<file path="src/rtl/core/uvs_pkg.sv">
`default_nettype none
package uvs_pkg;

	// Mesh limits and sine quantization
	localparam int unsigned MAX_RINGS       = 64;
	localparam int unsigned SINE_DEPTH_LOG2 = 10;
	localparam int unsigned SINE_DEPTH      = 1 << SINE_DEPTH_LOG2;
	localparam int unsigned SINE_LAT        = 7;
	localparam int unsigned JQ_DEPTH        = 4;

	localparam logic [17:0] QUARTER = 18'h10000;

	// Horner coefficients of sin(pi/2 x), Q30
	localparam logic [30:0] SC0 = 31'd172272;
	localparam logic [30:0] SC1 = 31'd5026995;
	localparam logic [30:0] SC2 = 31'd85569306;
	localparam logic [30:0] SC3 = 31'd693598670;
	localparam logic [30:0] SC4 = 31'd1686629713;

	// Reciprocal of three for operands below 2^19
	localparam logic [17:0] RECIP3 = 18'd174763;

	// Configuration register indexes
	localparam logic [2:0] REG_CENTER_X = 3'd0;
	localparam logic [2:0] REG_CENTER_Y = 3'd1;
	localparam logic [2:0] REG_CENTER_Z = 3'd2;
	localparam logic [2:0] REG_RADIUS   = 3'd3;
	localparam logic [2:0] REG_RINGS    = 3'd4;
	localparam logic [2:0] REG_STEP     = 3'd5;

	typedef struct packed {
		logic       mode;
		logic [7:0] ring;
		logic [7:0] segment;
	} req_t;

	typedef struct packed {
		logic signed [31:0] x;
		logic signed [31:0] y;
		logic signed [31:0] z;
		logic               is_centroid;
		logic [2:0]         corner_count;
		logic               last;
		logic               bad_request;
	} res_t;

	typedef struct packed {
		logic signed [31:0] cx;
		logic signed [31:0] cy;
		logic signed [31:0] cz;
		logic [30:0]        radius;
		logic [6:0]         rpq;
		logic [16:0]        step;
	} cfg_t;

	typedef enum logic [1:0] {
		KIND_VERT   = 2'd0,
		KIND_CORNER = 2'd1,
		KIND_CENT   = 2'd2,
		KIND_BAD    = 2'd3
	} kind_t;

	typedef struct packed {
		kind_t      kind;
		logic [2:0] cnt;
		logic       last;
		logic       first;
	} tag_t;

	typedef struct packed {
		logic [7:0] ring;
		logic [7:0] seg;
		logic       pole_s;
		logic       pole_n;
	} corner_t;

	typedef struct packed {
		logic             bad;
		logic             face;
		logic [2:0]       cnt;
		corner_t [3:0]    corner;
	} job_t;

	typedef struct packed {
		corner_t pt;
		tag_t    tag;
	} vreq_t;

	// (a * b) >> 30 on Q30 operands
	function automatic logic [31:0] mulsh30(input logic [30:0] a, input logic [30:0] b);
		logic [61:0] p;
		p = 62'(a) * 62'(b);
		return p[61:30];
	endfunction

	// v / 2^16 rounded to nearest, ties away from zero
	function automatic logic signed [63:0] rnd16(input logic signed [63:0] v);
		logic [63:0] mag;
		logic [63:0] r;
		mag = v[63] ? 64'(-v) : 64'(v);
		r   = (mag + 64'd32768) >> 16;
		return v[63] ? -$signed(r) : $signed(r);
	endfunction

	function automatic logic signed [31:0] sat32(input logic signed [63:0] v);
		if (v > 64'sd2147483647)
			return 32'sh7FFFFFFF;
		else if (v < -64'sd2147483648)
			return 32'sh80000000;
		else
			return $signed(v[31:0]);
	endfunction

endpackage
`default_nettype wire

</file>
<file path="src/rtl/core/uvs_front.sv">
`default_nettype none
module uvs_front (
	input  logic            clk,
	input  logic            arst_n,
	input  uvs_pkg::cfg_t   cfg,
	input  logic            push,
	input  uvs_pkg::req_t   req,
	output logic            full,
	output logic            job_valid,
	output uvs_pkg::job_t   job,
	input  logic            job_pop
);
	localparam int unsigned DEPTH = uvs_pkg::JQ_DEPTH;
	localparam int unsigned AW    = $clog2(DEPTH);
	localparam int unsigned CW    = $clog2(DEPTH + 1);

	logic [6:0]    n;
	logic [7:0]    twon;
	logic [8:0]    segs;
	logic [8:0]    seg_inc;
	logic [7:0]    s1;
	logic          bad;
	uvs_pkg::job_t cls;
	uvs_pkg::job_t jq_q [DEPTH];
	logic [AW-1:0] wp_q, rp_q;
	logic [CW-1:0] cnt_q;
	logic          wr, rd;

	// Mesh bounds
	assign n       = (cfg.rpq > 7'(uvs_pkg::MAX_RINGS)) ? 7'(uvs_pkg::MAX_RINGS) : cfg.rpq;
	assign twon    = {n, 1'b0};
	assign segs    = {n, 2'b00};
	assign seg_inc = {1'b0, req.segment} + 9'd1;
	assign s1      = (seg_inc == segs) ? 8'd0 : seg_inc[7:0];
	assign bad     = (n == 7'd0) || ({1'b0, req.segment} >= segs) ||
			(req.mode ? (req.ring >= twon) : (req.ring > twon));

	// Classify and lay out the corner list
	always_comb begin
		cls        = '0;
		cls.bad    = bad;
		cls.face   = req.mode && !bad;
		cls.cnt    = 3'd1;
		cls.corner[0] = '{ring: req.ring, seg: req.segment,
			pole_s: (req.ring == 8'd0), pole_n: (req.ring == twon)};
		if (req.mode) begin
			if (req.ring == 8'd0) begin
				cls.cnt       = 3'd3;
				cls.corner[0] = '{ring: 8'd0, seg: 8'd0, pole_s: 1'b1, pole_n: 1'b0};
				cls.corner[1] = '{ring: 8'd1, seg: s1, pole_s: 1'b0, pole_n: 1'b0};
				cls.corner[2] = '{ring: 8'd1, seg: req.segment, pole_s: 1'b0, pole_n: 1'b0};
			end else if (req.ring == twon - 8'd1) begin
				cls.cnt       = 3'd3;
				cls.corner[0] = '{ring: req.ring, seg: req.segment, pole_s: 1'b0, pole_n: 1'b0};
				cls.corner[1] = '{ring: req.ring, seg: s1, pole_s: 1'b0, pole_n: 1'b0};
				cls.corner[2] = '{ring: twon, seg: 8'd0, pole_s: 1'b0, pole_n: 1'b1};
			end else begin
				cls.cnt       = 3'd4;
				cls.corner[0] = '{ring: req.ring, seg: req.segment, pole_s: 1'b0, pole_n: 1'b0};
				cls.corner[1] = '{ring: req.ring, seg: s1, pole_s: 1'b0, pole_n: 1'b0};
				cls.corner[2] = '{ring: req.ring + 8'd1, seg: req.segment,
					pole_s: 1'b0, pole_n: 1'b0};
				cls.corner[3] = '{ring: req.ring + 8'd1, seg: s1, pole_s: 1'b0, pole_n: 1'b0};
			end
			if (bad)
				cls.cnt = 3'd1;
		end
	end

	// Job queue
	assign full      = (cnt_q == CW'(DEPTH));
	assign job_valid = (cnt_q != '0);
	assign job       = jq_q[rp_q];
	assign wr        = push && !full;
	assign rd        = job_pop && job_valid;

	always_ff @(posedge clk) begin
		if (wr)
			jq_q[wp_q] <= cls;
	end

	always_ff @(posedge clk or negedge arst_n) begin
		if (!arst_n) begin
			wp_q  <= '0;
			rp_q  <= '0;
			cnt_q <= '0;
		end else begin
			if (wr)
				wp_q <= (wp_q == AW'(DEPTH - 1)) ? '0 : wp_q + AW'(1);
			if (rd)
				rp_q <= (rp_q == AW'(DEPTH - 1)) ? '0 : rp_q + AW'(1);
			cnt_q <= cnt_q + CW'(wr) - CW'(rd);
		end
	end

endmodule
`default_nettype wire

</file>
<file path="config.mk">
export PLATFORM = sky130hd
export DESIGN_NAME = uvs_front
export DESIGN_NICKNAME = d
export VERILOG_FILES = /design/src/rtl/core/uvs_pkg.sv /design/src/rtl/core/uvs_front.sv
export SDC_FILE = /design/constraint.sdc
export NUM_CORES = 1
export LEC_CHECK = 0
export CAP_MARGIN = 0
export CORE_MARGIN = 4
export CORE_UTILIZATION = 28
export DETAILED_ROUTE_END_ITERATION = 8
export DONT_BUFFER_PORTS = 1
export GPL_ROUTABILITY_DRIVEN = 1
export PLACE_DENSITY = 0.4
export SYNTH_ARGS = -nofsm -noshare
export SYNTH_HDL_FRONTEND = slang
export SYNTH_SLANG_ARGS = --single-unit
</file>
<file path="constraint.sdc">
create_clock -name clk -period 3.8 [get_ports clk]
set_input_delay 1.14 -clock clk [delete_from_list [all_inputs] [get_ports clk]]
set_output_delay 1.14 -clock clk [all_outputs]
set_load 0.005 [all_outputs]
</file>
* Word-level counts from Yosys, hierarchy flattened
Memory sizes are Yosys's and may differ from the RTL's.
Cells that the tools add are included.
** Storage, ports and cells
- Input bits :: 172
- Memory bits (read-only) :: 0
- Bits in writable memories :: 308
- Word-level logic and storage cells :: 46
- Flip-flop bits (word level) :: 7
- Output and inout port bits :: 79
- Bits in latches :: 0
- Memories kept :: 1
** Memories
- jq_q :: words 4, width 77, read ports 1, clocked after Yosys merged registers in 0, write ports 1, line uvs_front.sv:24 : uvs_pkg::job_t jq_q [DEPTH];
** Cells by class
- Add/sub/neg operators :: 7
- Reduce and logical (&&, ||, !) cells :: 10
- Order comparisons :: 4
- Shift operators :: 0
- Equal/unequal tests :: 6
- Multipliers :: 0
- Divide/modulo/power cells :: 0
- Bitwise logic cells :: 0
- Multiplexer cells :: 15
** Operator list (count)
- 54-bit 2-to-1 mux :: 2
- 75-bit 2-to-1 mux :: 1
- 18-bit 2-to-1 mux :: 2
- 8-bit == test :: 2
- 8-bit by 1-bit adder with 9-bit output, second input constant :: 1
- 9-bit == test :: 1
- 8-bit by 9-bit greater-or-equal comparator with 1-bit output :: 1
- 3-bit 2-to-1 mux :: 3
- 8-bit by 1-bit adder with 8-bit output, second input constant :: 1
- 8-bit greater-or-equal comparator :: 1
- 8-bit > comparator :: 1
- 8-bit zero test :: 1
- 8-bit 2-to-1 mux :: 1
- 8-bit by 1-bit subtractor with 8-bit output, second input constant :: 1
- 7-bit > comparator, second input constant :: 1
- 7-bit zero test :: 1
- 7-bit 2-to-1 mux :: 1
- 2-bit by 1-bit adder with 2-bit output, second input constant :: 2
- 2-bit == test, second input constant :: 2
- 2-bit 2-to-1 mux :: 2
- 3-bit by 1-bit adder with 3-bit output :: 1
- 3-bit == test, second input constant :: 1
- 1-bit logical AND :: 3
- 1-bit 2-to-1 mux :: 3
- 4 further kinds :: 6

* Logic depth before layout (Yosys ltp)
- Depth after elaboration :: 8
- Gate-level depth with buffers :: 11
- Mapped depth without buffers :: 9

* Least setup slack after synthesis
OpenSTA, ideal clock, no wires.
- Path kind :: input to register
- From :: input port push
- To :: memory jq_q[3][0] in the netlist's numbering, enable pin
- Library setup time :: 0.438 ns
- Data arrival time :: 3.168 ns
- Slack :: 0.194 ns
- Required time :: 3.362 ns
- Path buffers :: 0
- Stages on the path :: 2
- Cell sequence :: nor2b_1 and2_1
** Between the ends
- Cells in the longest elaborated chain, start to end :: 3
** Ends and longest elaborated chain
- start, declared :: line uvs_front.sv:6 : input logic push,
- 1-bit logical AND :: line uvs_front.sv:74 : assign wr = push && !full;
- 1-bit 2-to-1 mux :: line uvs_front.sv:78 : if (wr)
- 1-bit 2-to-1 mux (not written as such) :: line uvs_front.sv:79 : jq_q[wp_q] <= cls;
- end, declared :: line uvs_front.sv:24
Every way passes these cells.

==> impl_metrics.tcl <==
set metrics [dict create \
    critical_path_class "input pin to flip-flop" \
    cts.htree.levels 2 \
    nets 913 \
    fp-row-count 77 \
    clock-sinks 295 \
    antenna_cells 0 \
    syn_inst 695 \
    via_per_inst 4.77 \
    clockBufferDepth 3 \
    yosys_warnings 0 \
    syn2layout_area_growth_pct 15.5 \
    placed_cell_area_um2 13400 \
    syn_area_um2 12500 \
    cp_max_fo 13 \
    cts_tree "built" \
    drive_above_1_share_pct 21.7 \
    reg2reg_slack_ps 1480 \
    clock_latency_ps 530 \
    io_pins 251 \
    peakVddDrop_mv 0.275 \
    yosysTopAreaCell "edfxtp_1" \
    hold_viol_final 0 \
    yosys-top-cells-area "edfxtp_1 (69%), mux4_2 (13%), ha_1 (2.6%)" \
    yosysTopAreaCellShare_pct 69.0 \
    timing.rr.end "cnt_q[2]" \
    arrival_ps 3560 \
    wl_um 31700 \
    grt_setup_unrepaired "false" \
    numPortBuffers 0 \
    fmax_mhz 292 \
    core_area_um2 44200 \
    syn_avg_cell_area_um2 18.0 \
    hpwl_um 21100 \
    hp-class "input pin to asynchronous set/reset pin" \
    status "complete, no violations" \
    fin_setup_tns_ps 0 \
    layout_min_cycle_time_ps 3430 \
    synth_common_cells "edfxtp_1 (288), mux4_2 (72), clkbuf_1 (26), ha_1 (26)" \
    worstPathRequired_ps 3930 \
    slew_headroom_pct 11.1 \
    grt_antenna_before_repair 0 \
    async_flop_share_pct 2.37 \
    p_leak_nw 4.71 \
    reg2reg_from "cnt_q[2]" \
    skew_ps 8.93 \
    synth-seq-area-share_pct 70.4 \
    setup_viol 0 \
    wire_per_inst_um 23.8 \
    worstSetupEndpointType "flip-flop" \
    ant_nets 0 \
    die_y_um 220 \
    yosysUniqueCellTypes 60 \
    synthFlopType "edfxtp_1" \
    drc_errors 0 \
    multi_input_area_um2 3420 \
    drv_cap 0 \
    reg2reg_depth 9 \
    dr.pass1.iters 4 \
    cp-start-kind "input pin" \
    fillers 4214 \
    start_util_pct 28.4 \
    cts.clk_slew.worst_paths_ps 50 \
    finalMaxSlewViolations 0 \
    grt_pass1_wl_um 46300 \
    fp.dieW_um 220 \
    postCtsSetupBuffers 0 \
    grt_max_degree 73 \
    total_power_mw 10.3 \
    drt-initial-drc-count 509 \
    die_area_um2 48200 \
    grt_pass1_vias 6738 \
    power_density_nw_per_um2 712 \
    cts_resized 0 \
    synth-seq-cells 295 \
    tightest_slew_ps 1320 \
    ctsHoldBuffers 0 \
    gp_congestion 0.778 \
    seqCellArea_um2 8830 \
    vias 6341 \
    timing.final.crit_share_pct 90.2 \
    cts_root_buffer "clkbuf_16" \
    cts_buffers 35 \
    post-synth-top-count-cell "edfxtp_1" \
    grt_util_all_layers_pct 13.2 \
    final_area_um2 14500 \
    grt.overflow.total 0 \
    synth_enable_flop_cells 288 \
]
==> where the power goes <==
part | internal (mW) | leakage, nW | switching, mW | total (mW)
Sequential | 4.32 | 2.73 | 0.282 | 4.60
Combinational | 1.09 | 1.43 | 1.37 | 2.46
Clock | 2.01 | 0.549 | 1.25 | 3.26
==> cells by family after synthesis <==
| logic type | after synthesis | share of synthesized area [%] |
|---|---|---|
| AOI/OAI and AO/OA | 65 | 3.50 |
| xor gates and xnor gates | 19 | 1.33 |
| muxes | 73 | 13.0 |
| DFF | 295 | 70.4 |
| buffers and inverters | 73 | 2.57 |
| and+or+nand+nor | 142 | 6.44 |
| other | 1 | 0.0299 |
| adders and majority gates | 27 | 2.75 |
==> metal layers <==
layer | GRT usage [%] | vias to the layer above | part of all wire [%]
met5 | 0 | - | 0
met4 | 3.12 | 0 | 1.3
met3 | 6.21 | 34 | 9.8
met2 | 20.6 | 184 | 46
met1 | 16.8 | 3329 | 42
li1 | - | 2794 | -
==> worst max-delay path, cell delays in order <==
cell and delay (ps):
nand2b_1 240, ha_1 320, nand4bb_1 120, a21oi_1 80
or3_1 360, nand4_4 140, nor2_4 50, nor4_1 1100
==> metrics by stage <==
| step | hold WS (ps) | util [%] | instances | worst slack [ps] |
|---|---|---|---|---|
| finish | 308 | 32.8 | 1330 | 373 |
| global route | 269 | 32.8 | 1330 | 358 |
| CTS | 269 | 32.8 | 1330 | 420 |
| detailed placement | 527 | 30.2 | 1269 | 31.7 |
| global placement | 506 | 30.2 | 1269 | 156 |
| floorplan | 495 | - | 699 | 194 |
==> worst max-delay path by stage <==
stage,start,end,cells after the start
final,cfg[23],jq_q[2][57],8
after floorplan,push,jq_q[3][0],2
after CTS,rp_q[0],job[28],2
after global routing,rp_q[0],job[22],2
after detailed placement,cfg[23],jq_q[0][57],8
after global placement,cfg[23],jq_q[0][57],8
==> flip-flops by register name, indices dropped and copies added, names as in the netlist <==
| register | flops |
|---|---|
| cnt_q | 3 |
| wp_q | 2 |
| rp_q | 2 |
| jq_q | 288 |
==> cell type report <==
type / count / area share [%]
Tap cell: 592 / 5.11
Timing Repair Buffer: 26 / 1.95
Clock buffer: 47 / 6.79
Sequential cell: 295 / 60.9
Inverter: 25 / 0.648
Multi-Input combinational cell: 331 / 23.6
Clock inverter: 14 / 0.941
==> placed cells by master, fill, tap and decap left out, types with 12 or more instances in the layout <==
cell       count
nand2_1       25
nor3_1        12
nor2_1        25
ha_1          26
mux4_2        72
inv_1         24
clkbuf_16     37
a21oi_1       18
edfxtp_1     288
buf_4         19
Power figures use the tool's default switching activity.
